File: src/rtl/bfes_pkg.sv
// Shared types and constants for the frame element stiffness block.
package bfes_pkg;

  // One element description, all fields binary64 bit patterns
  typedef struct packed {
    logic [63:0] young_modulus;
    logic [63:0] area;
    logic [63:0] inertia;
    logic [63:0] length;
    logic [63:0] cos_dir;
    logic [63:0] sin_dir;
  } item_t;

  // Operations of the shared double unit
  typedef enum logic [1:0] {
    FOP_ADD,
    FOP_MUL,
    FOP_DIV
  } fop_e;

  // Request to the double unit
  typedef struct packed {
    logic        start;
    fop_e        op;
    logic [63:0] a;
    logic [63:0] b;
  } fpu_req_t;

  // binary64 constants
  localparam logic [63:0] F_ZERO   = 64'h0000_0000_0000_0000;
  localparam logic [63:0] F_ONE    = 64'h3FF0_0000_0000_0000;
  localparam logic [63:0] F_TWO    = 64'h4000_0000_0000_0000;
  localparam logic [63:0] F_FOUR   = 64'h4010_0000_0000_0000;
  localparam logic [63:0] F_SIX    = 64'h4018_0000_0000_0000;
  localparam logic [63:0] F_TWELVE = 64'h4028_0000_0000_0000;
  localparam logic [63:0] F_QNAN   = 64'hFFF8_0000_0000_0000;
  localparam logic [63:0] F_QBIT   = 64'h0008_0000_0000_0000;

  // Flip the sign bit
  function automatic logic [63:0] fneg(input logic [63:0] x);
    return {~x[63], x[62:0]};
  endfunction

endpackage

File: src/rtl/bfes_front.sv
// Input side: two-entry queue of element descriptions.
module bfes_front (
  input  logic            clk_i,
  input  logic            rst_ni,
  input  logic            push_i,
  output logic            full_o,
  input  bfes_pkg::item_t item_i,
  output logic            valid_o,
  output bfes_pkg::item_t item_o,
  input  logic            ready_i
);
  import bfes_pkg::*;

  item_t      mem_q [2];
  logic       wp_q;
  logic       rp_q;
  logic [1:0] cnt_q;
  logic       wr;
  logic       rd;

  assign full_o  = (cnt_q == 2'd2);
  assign valid_o = (cnt_q != 2'd0);
  assign item_o  = mem_q[rp_q];
  assign wr      = push_i && !full_o;
  assign rd      = ready_i && valid_o;

  // Store the pushed transaction
  always_ff @(posedge clk_i) begin
    if (wr) begin
      mem_q[wp_q] <= item_i;
    end
  end

  // Advance pointers and occupancy
  always_ff @(posedge clk_i or negedge rst_ni) begin
    if (!rst_ni) begin
      wp_q  <= 1'b0;
      rp_q  <= 1'b0;
      cnt_q <= 2'd0;
    end else begin
      if (wr) begin
        wp_q <= ~wp_q;
      end
      if (rd) begin
        rp_q <= ~rp_q;
      end
      case ({wr, rd})
        2'b10:   cnt_q <= cnt_q + 2'd1;
        2'b01:   cnt_q <= cnt_q - 2'd1;
        default: cnt_q <= cnt_q;
      endcase
    end
  end

`ifndef SYNTH
  a_full_ptr: assert property (@(posedge clk_i) disable iff (!rst_ni)
    (cnt_q == 2'd2) |-> (wp_q == rp_q)) else $error("queue full with unequal pointers");
  a_cnt_rng: assert property (@(posedge clk_i) disable iff (!rst_ni)
    (cnt_q != 2'd3)) else $error("queue count out of range");
`endif

endmodule

File: config.mk
export PLATFORM = sky130hd
export DESIGN_NAME = bfes_front
export DESIGN_NICKNAME = d
export VERILOG_FILES = /design/src/rtl/bfes_pkg.sv /design/src/rtl/bfes_front.sv
export SDC_FILE = /design/constraint.sdc
export NUM_CORES = 1
export LEC_CHECK = 0
export ABC_AREA = 1
export BUFFER_PORTS_ARGS = -buffer_cell sky130_fd_sc_hd__buf_2
export CORE_AREA = 2 2 299 301
export DETAILED_ROUTE_END_ITERATION = 10
export DIE_AREA = 0 0 301 303
export PLACE_DENSITY = 0.59
export SYNTH_ARGS = -nofsm -noshare
export SYNTH_HDL_FRONTEND = slang
export SYNTH_SLANG_ARGS = --single-unit
File: constraint.sdc
create_clock -name clk_i -period 24.4 [get_ports clk_i]
set_input_delay 3.66 -clock clk_i [delete_from_list [all_inputs] [get_ports clk_i]]
set_output_delay 3.66 -clock clk_i [all_outputs]
set_load 0.005 [all_outputs]
### After elaboration in Yosys (flattened, before gate mapping)

Memory sizes are Yosys's and may differ from the RTL's.
Cells that the tools add are included.

| word-level totals | value |
|---|---|
| memory bits (writable) | 768 |
| memories | 1 |
| bits in registers | 4 |

| cells by class | value |
|---|---|
| add/subtract/negate cells | 2 |
| bitwise gates (word level) | 2 |
| equal/unequal tests | 3 |
| reduce and logical (&&, ||, !) cells | 5 |
| mux-type cells | 3 |

Memories:

| name | words | width | rd ports | clocked after memory_dff | write ports | RTL line | source |
|---|---|---|---|---|---|---|---|
| mem_q | 2 | 384 | 1 | 0 | 1 | bfes_front.sv:14 | `item_t mem_q [2];` |

Operators with widths:

| kind | count |
|---|---|
| equality test 2 bit (second input constant) | 2 |
| case mux 2 bit (2 select lines) | 1 |
| nonzero test 2 bit | 2 |
| adder 2 x 1 -> 2 bit (second input constant) | 1 |
| equality test 2 x 1 -> 1 bit (second input constant) | 1 |
| logical AND 1 bit | 2 |
| 2-to-1 mux 1 bit | 2 |
| NOT 1 bit | 2 |
| subtractor 2 x 1 -> 2 bit (second input constant) | 1 |
| zero test 1 bit | 1 |

### Longest topological paths before layout

Gate-level depths: netlist (run 1).

| depth | value |
|---|---|
| depth in word-level cells | 5 |
| gate-level depth with buffers | 10 |
| mapped depth without buffers | 10 |

### Worst setup path after synthesis (run 1)

No wires, ideal clock.

| path | value |
|---|---|
| path kind | input -> register |
| start point | input push_i |
| end point | memory mem_q[1][0] (netlist bit), enable pin |
| stages on the path | 2 |
| setup time | 1.140 ns |
| path slack | 3.571 ns |
| data arrival time | 19.688 ns |
| buffers on the path | 0 |
| path through | o21ai_0 -> nor2_1 |

| between the ends | value |
|---|---|
| cells in the longest elaborated chain, start to end | 3 |

RTL lines:

| item | RTL line | source |
|---|---|---|
| start, declared | bfes_front.sv:5 | `input logic push_i,` |
| logical AND 1 bit | bfes_front.sv:24 | `assign wr = push_i && !full_o;` |
| 2-to-1 mux 1 bit | bfes_front.sv:29 | `if (wr) begin` |
| 2-to-1 mux 1 bit (implied by the code) | bfes_front.sv:30 | `mem_q[wp_q] <= item_i;` |
| end, declared | bfes_front.sv:14 |  |

Every way passes these cells.

==> flow_summary.toml, run 1 <==
[synth]
synth_fa_ha_area_frac = 0.0004422
synth_top_family_by_area = "simple AND/OR/NAND/NOR gates"
syn-num-nets = 2426
synth_compound_area_frac = 0.0001769
synth-simple-area-share = 0.1552
synth.cell_area_mm2 = 0.02829
synth_area_per_cell_um2 = 13.89
post_synth_num_cell_types = 14
synth_mux_area_frac = 0
synth_seq_area_share = 0.8186
yosys.area_share.xor_xnor = 0.0003095
synth_cells = 2037
ys_ff_latch = 772
ys_warn_count = 0

[routing]
avgViaCountPerCell = 4.309
first_iter_violations = 1045
drt-total-wl_um = 70600
wire_per_inst_um = 17.39
route.vias.total = 17490
drcViolationCount = 0
antenna_left = 0
first_pass_iters = 5

[hold_path]
worst_hold_path_type = "register to register"

[cells_and_area]
final_common_cell = "nand2_1"
syn_to_final_growth_pct = 26.03
fin_util = 0.4054
final_nets = 3212
layout_common_cells = "1162 x nand2_1, 773 x buf_2, 768 x edfxtp_1"
fin_area_mm2 = 0.03566
nFillCells = 8294
drive_gt1_frac = 0.3114

[outcome]
status = "finished clean"

[clocking]
cts_tree = "done"
cts_sinks = 772
insertion_delay_ns = 0.62
ctsLongestPathBuffers = 3
clkSlewWorstSetupHoldPaths_ns = 0.06
ctsResizeCount = 0
cts-root-buf = "clkbuf_16"
cts_setup_buffers = 0
htreeDepth = 3
numCtsBuffers = 81
postCtsHoldBufs = 0

[flow_run]
cap_violations = 0

[placed_design]
post-place-ws_ns = 16.54
globalplace.congestion = 0.8036
dpl.hpwl_um = 47050
portBuffers = 773
placed_area_mm2 = 0.03311

[sta]
fin_crit_sh = 0.3405
rsz0062_at_grt = "no"
whs_ns = 0.4804
max_freq_mhz = 120.3
max-slew-margin-rel = 0.1338
fin_setup_tns_ns = 0
tightestPinTransition_ns = 1.299
slew_violations = 0
worst_slack_ns = 16.09
hold_viol = 0
setup_viol = 0
fin_skew_ns = 0.01978
fin_crit_ns = 8.309

[die]
ios = 774
core.rowCount = 109
die_w_um = 301
die_h_um = 303
die-area_mm2 = 0.09120
core_mm2 = 0.08797
initial_core_util = 0.3217

[pwr]
p_leak_uw = 0.01509
ir_worst_vdd_v = 0.00007245
power_density_mw_per_mm2 = 120.4

[critical_path]
critPathLaunchType = "register"
crit_path_end_kind = "primary output"
path_max_fanout = 171
cp_data_required_time_ns = 20.74
path_class = "register to primary output"
cp.arrival_ns = 4.65

[global_routing]
grt_max_degree = 181
grt_pass1_vias = 16720
overflow = 0
antenna_found_initial = 29
grtUsageTotal = 0.1454
grt_pass1_wl_um = 99920
## flip-flops by register name, indices dropped and copies added (netlist names)
register,count
mem_q,768
rp_q,1
wp_q,1
cnt_q,2
## stage by stage
step           power (µW)  instances
4_1_cts              4354       4049
3_3_place_gp         3168       3905
2_1_floorplan        2751       2037
5_1_grt              4542       4056
6_report             4295       4059
3_5_place_dp         3178       3905
## cell usage after synthesis
master	number	area (µm²)
nor2_1	2	7.510
nand3_1	3	15.01
nand4_1	1	6.260
edfxtp_1	768	23060
o21ai_0	1	5.000
inv_4	1	6.260
xnor2_1	1	8.760
dfrtp_1	4	100.1
buf_6	35	394.1
nand2_1	1162	4362
inv_1	8	30.03
buf_4	14	105.1
ha_1	1	12.51
buf_2	36	180.2
## kinds of logic (layout without fill, tap and decap cells)
group | count (synthesis) | count (layout)
AO/OA/AOI/OAI | 1 | 1
XOR/XNOR | 1 | 1
other | 0 | 10
buffers and inverters | 94 | 941
AND/OR/NAND/NOR | 1168 | 1168
flip-flops | 772 | 772
adder cells (fa/ha/maj) | 1 | 1
## power by group
group,total (µW),switching [µW],internal (µW)
Combinational,1240,831,407
Sequential,1890,77.3,1810
Clock,1170,500,668
Total,4290,1410,2890
## worst max-delay path, cell delays in order (launching register included)
cell and delay, ns:
dfrtp_4 0.76, clkinv_8 0.44, buf_4 0.89, buf_4 0.80, buf_4 0.63, nand2_1 0.14
nand2_1 0.09, buf_2 0.11
## path summary, 6_finish.rpt
check,slack [ns],to,cells past startpoint,startpoint
worst min-delay path,0.48,wp_q,2,wp_q
min in group asynchronous,2.84,rp_q,1,rst_ni
max in group asynchronous,21.41,rp_q,1,rst_ni
worst min register to register,0.48,wp_q,2,wp_q
worst max-delay path,16.09,item_o[157],7,rp_q
worst max register to register,20.52,mem_q[1][173],6,cnt_q[1]
## per-layer routing
| metal | GRT usage | vias up | share of wire |
|---|---|---|---|
| li1 | - | 8488 | - |
| met1 | 0.1612 | 8214 | 0.37 |
| met2 | 0.2549 | 621 | 0.51 |
| met3 | 0.05514 | 139 | 0.090 |
| met4 | 0.05117 | 28 | 0.025 |
| met5 | 0 | - | 0.0028 |
## area by class of cell
class | instances | area (µm²) | share of cell area
Multi-Input combinational cell | 1171 | 4424 | 0.1241
Clock buffer | 104 | 2145 | 0.06014
Antenna cell | 10 | 25.02 | 0.0007017
Tap cell | 1165 | 1458 | 0.04088
Clock inverter | 40 | 382.9 | 0.01074
Timing Repair Buffer | 788 | 4006 | 0.1123
Inverter | 9 | 53.80 | 0.001509
Sequential cell | 772 | 23170 | 0.6496
Power figures use the tool's default switching activity.
==> inputs of run 2 (changes only) <==
==> constraint.sdc (replaced) <==
create_clock -name clk_i -period 8.7 [get_ports clk_i]
set_input_delay 1.305 -clock clk_i [delete_from_list [all_inputs] [get_ports clk_i]]
set_output_delay 1.305 -clock clk_i [all_outputs]
set_load 0.005 [all_outputs]
==> run 2 against run 1 <==
Effect of this change:
- global-route usage increased by 0.30 points
- worst hold slack got worse by 0.013 ns
- first-iteration DRC count is 22% higher
- clock power rose to 2.9 times the previous value
- worst setup slack lost 12 ns
- sequential power increased to 2.8 times the previous value
- die area stayed put
- non-clock buffer count fell by 2
- sequential share of layout area fell by 0.31 points
- total power rose to 2.8 times the previous value
- sequential cell count is the same
- largest cell class unchanged
==> flow_summary.toml, run 2 (synthesis gave the netlist of run 1 again) <==
[clocking]
postCtsHoldBufs = 0
htreeDepth = 3
cts_tree = "done"
ctsLongestPathBuffers = 3
clkSlewWorstSetupHoldPaths_ns = 0.06
cts_setup_buffers = 0
cts-root-buf = "clkbuf_16"
ctsResizeCount = 0
numCtsBuffers = 83
insertion_delay_ns = 0.63
cts_sinks = 772

[critical_path]
critPathLaunchType = "register"
slowest_delay_ns = 1.09
path_class = "register to primary output"
crit_path_end_kind = "primary output"
cp_data_required_time_ns = 7.39
critPathBufInv = 3
cp_slowest_cell = "dfrtp_4"
crit_family = "buffers and inverters"
regToRegSetupSlack_ns = 5.35
cp.arrival_ns = 3.73
path_cells = "buf_4 > buf_4 > nand2_1 > nand2_1 > buf_2"
path_max_fanout = 79

[sta]
hold_viol = 0
setup_viol = 0
whs_ns = 0.4671
fin_setup_tns_ns = 0
fin_crit_ns = 5.036
fin_skew_ns = 0.02766
fin_crit_sh = 0.5789
worst_slack_ns = 3.664
rsz0062_at_grt = "no"
max-slew-margin-rel = 0.2125
max_freq_mhz = 198.6
tightestPinTransition_ns = 1.181
slew_violations = 0

[die]
ios = 774
core.rowCount = 109
die_h_um = 303
die-area_mm2 = 0.09120
initial_core_util = 0.3217
core_mm2 = 0.08797
die_w_um = 301

[cells_and_area]
largest_reg_flops = 768
fin_util = 0.4073
final_nets = 3212
reg_top3 = "mem_q: 768 flops, cnt_q: 2 flops"
final_cells = 4071
largest-register = "mem_q"
regArea_mm2 = 0.02317
nFillCells = 8235
layout_common_cells = "1162 x nand2_1, 773 x buf_2, 768 x edfxtp_1"
final_common_cell = "nand2_1"
syn_to_final_growth_pct = 26.63
multi_input_area_mm2 = 0.004424
drive_gt1_frac = 0.3133

[pwr]
switching_share = 0.3262
power_density_mw_per_mm2 = 339.5
switching_power_uw = 3969
combPwrFrac = 0.284
clockPowerShare = 0.279
seqPwrFrac = 0.437
ir_worst_vdd_v = 0.0002505
p_int_uw = 8197
p_leak_uw = 0.01515

[routing]
drt-met1-wl_um = 26770
dr_wl_met3_um = 6621
first_pass_iters = 5
drt-total-wl_um = 72040
wire_per_inst_um = 17.70
routed.top_layer = "met5"
route.vias.total = 17530
antenna_left = 0
drcViolationCount = 0
first_iter_violations = 1276
avgViaCountPerCell = 4.305
wl_met2_um = 36820

[flow_run]
cap_violations = 0

[hold_path]
worst_hold_path_type = "primary input to async pin"

[global_routing]
grt_pass1_wl_um = 101300
antenna_found_initial = 30
grtUsageTotal = 0.1484
grt_max_degree = 180
overflow = 0
grt_pass1_vias = 16580

[placed_design]
portBuffers = 773
globalplace.congestion = 0.8235
dpl.hpwl_um = 48360
post-place-ws_ns = 4.359
dp_cells = 3903

[outcome]
status = "finished clean"
-- run 2: cell count changes in the layout (fill, tap and decap cells not counted), sizes merged --
| cell | previous run | this run |
|---|---|---|
| clkinv | 31 | 38 |
| diode | 10 | 17 |
| clkbuf | 104 | 99 |
| buf | 788 | 786 |
| bufinv | 4 | 6 |
| clkinvlp | 2 | 4 |
| inv | 12 | 13 |
-- run 2: power by group through the flow --
| stage | sequential [µW] | combinational [µW] | clock, µW |
|---|---|---|---|
| after floorplan | 5490 | 1960 | 0 |
| after global placement | 5380 | 3500 | 0 |
| after detailed placement | 5390 | 3510 | 0 |
| after CTS | 5320 | 3530 | 3490 |
| after global routing | 5390 | 3850 | 3630 |
| final | 5320 | 3450 | 3400 |
-- run 2: cell type report --
type,instances,area share
clock buffers,99,0.06024
clock inverters,52,0.01369
inverters,9,0.001397
flip-flops and latches,772,0.6465
repair buffers,786,0.1128
diodes,17,0.001187
well taps,1165,0.04068
multi-input cells,1171,0.1235
-- run 2: final timing paths --
kind	startpoint	to	cells past startpoint
worst max-delay path	rp_q	item_o[171]	5
worst min-delay path	rst_ni	wp_q	1
worst max register to register	cnt_q[1]	mem_q[0][187]	7
worst min register to register	cnt_q[1]	cnt_q[1]	2
max in group asynchronous	rst_ni	rp_q	1
min in group clk_i	cnt_q[1]	cnt_q[1]	2
-- run 2: stage by stage --
stage	cell area (µm²)	total power [µW]
5_1_grt	35820	12860
3_5_place_dp	33140	8908
3_3_place_gp	33140	8883
6_report	35830	12170
2_1_floorplan	28310	7448
4_1_cts	35790	12340
-- run 2: layer usage --
metal	GRT usage	vias up
li1	-	8510
met1	0.1685	8189
met2	0.2551	675
met3	0.05456	137
met4	0.05603	16
met5	0	-
-- run 2: worst register-to-register path, stage by stage (launching register included) --
cell	delay, ns
dfrtp_1	0.37
inv_1	0.11
nor2_1	0.07
inv_1	0.05
nand3_1	0.12
clkinvlp_4	0.59
buf_12	0.65
buf_4	0.96
==> inputs of run 3 (changes only) <==
==> constraint.sdc (replaced) <==
create_clock -name clk_i -period 5.1 [get_ports clk_i]
set_input_delay 0.765 -clock clk_i [delete_from_list [all_inputs] [get_ports clk_i]]
set_output_delay 0.765 -clock clk_i [all_outputs]
set_load 0.005 [all_outputs]
==> run 3 against run 2 <==
Effect of this change:
- die area unchanged
- clock power increased by 70%
- first-iteration DRC count decreased by 16%
- non-clock buffer count increased by 13
- worst setup slack lost 2.2 ns
==> flow_summary.toml, run 3 (synthesis gave the netlist of run 1 again) <==
[routing]
wire_per_inst_um = 17.49
drcViolationCount = 0
route.vias.total = 17510
first_pass_iters = 5
avgViaCountPerCell = 4.302
first_iter_violations = 1067
drt-total-wl_um = 71200
antenna_left = 0

[critical_path]
crit_start = "rp_q"
cp_slowest_cell = "dfrtp_4"
timing.rr.start = "cnt_q[1]"
crit_path_end_kind = "primary output"
cpMostUsedCell = "nand2_1"
critPathLaunchType = "register"
path_cells = "clkinv_8 > buf_4 > nand2_1 > nand2_1 > buf_2"
path_class = "register to primary output"
slowest_delay_ns = 0.73
cp.arrival_ns = 2.88
path_max_fanout = 141
cp_data_required_time_ns = 4.34

[cells_and_area]
nFillCells = 8268
reg_top3 = "mem_q: 768 flops, cnt_q: 2 flops"
largest_reg_flops = 768
fin_area_mm2 = 0.03594
multi_input_area_mm2 = 0.004448
final_cells = 4071
syn_to_final_growth_pct = 27.01
final_common_cell = "nand2_1"
layout_common_cells = "1162 x nand2_1, 773 x buf_2, 768 x edfxtp_1"
largest-register = "mem_q"
final_nets = 3222
regArea_mm2 = 0.02317
drive_gt1_frac = 0.3176

[sta]
fin_skew_ns = 0.02725
max_freq_mhz = 274.0
slew_violations = 0
hold_viol = 0
fin_crit_ns = 3.650
max-slew-margin-rel = 0.2087
rsz0062_at_grt = "no"
fin_crit_sh = 0.7156
setup_viol = 0
tightestPinTransition_ns = 1.187

[clocking]
cts_sinks = 772
clkSlewWorstSetupHoldPaths_ns = 0.06
insertion_delay_ns = 0.63
cts_setup_buffers = 0
cts_tree = "done"
postCtsHoldBufs = 1
numCtsBuffers = 80
htreeDepth = 3
cts-root-buf = "clkbuf_16"
ctsLongestPathBuffers = 3
ctsResizeCount = 0

[pwr]
p_leak_uw = 0.01521
ir_worst_vdd_v = 0.0004614
power_density_mw_per_mm2 = 579.4

[placed_design]
portBuffers = 773
dp_cells = 3915
globalplace.congestion = 0.8622
placed_area_mm2 = 0.03329
dpl.hpwl_um = 48160

[die]
ios = 774
die_h_um = 303
die-area_mm2 = 0.09120
core.rowCount = 109
die_w_um = 301
initial_core_util = 0.3217
core_mm2 = 0.08797

[hold_path]
worst_hold_path_type = "primary input to register"
worstHoldStart = "item_i[370]"

[global_routing]
grt_max_degree = 190
grt_pass1_vias = 16910
overflow = 0
antenna_found_initial = 17
grt_pass1_wl_um = 100700
grtUsageTotal = 0.1465

[outcome]
status = "finished clean"

[flow_run]
cap_violations = 0
==> run 3: worst paths after layout <==
| check | slack, ns | cells after the start | endpoint |
|---|---|---|---|
| worst min register to register | 0.48 | 2 | cnt_q[1] |
| worst min-delay path | 0.32 | 1 | mem_q[0][370] |
| min in group asynchronous | 0.49 | 2 | wp_q |
| worst max-delay path | 1.45 | 5 | item_o[133] |
| max in group asynchronous | 4.46 | 2 | rp_q |
| worst max register to register | 2.36 | 7 | mem_q[0][255] |
==> run 3: area by class of cell <==
cell class                 count  area share
antenna                        9   0.0006267
clock buffer                  95     0.05728
clock inverter                51     0.01542
inverter                       9    0.001393
multi-input combinational   1171      0.1238
sequential                   772      0.6447
tap                         1165     0.04056
timing repair buffer         799      0.1163
==> run 3: metal layers <==
layer	vias to the layer above	global-route usage	wire length (µm)
li1	8527	-	-
met1	8225	0.1572	25840
met2	584	0.2591	36630
met3	160	0.05664	6096
met4	18	0.05804	2514
met5	-	0	113
==> run 3: stage by stage <==
stage	util	setup WS (ns)	hold slack (ns)	TNS (ns)	power (µW)
2_1_floorplan	-	-1.884	0.4417	-1423.12	12720
3_3_place_gp	0.3785	2.061	0.4564	0	15300
3_5_place_dp	0.3785	2.063	0.4671	0	15320
4_1_cts	0.4083	1.349	0.2576	0	21140
5_1_grt	0.4084	1.229	0.2667	0	22040
6_report	0.4085	1.450	0.3183	0	20820
==> run 3: where the power goes <==
part / leakage [µW] / switching (µW) / internal [µW]
logic: 0.00675 / 4020 / 2020
registers: 0.00719 / 351 / 8660
clock network: 0.00126 / 2440 / 3330
total: 0.0152 / 6820 / 14000
==> run 3: worst max-delay path, delay by kind of cell (launching register included) <==
kind,cells,cell delay (ns)
buffers and inverters,3,1.19
and+or+nand+nor,2,0.18
DFF,1,0.73
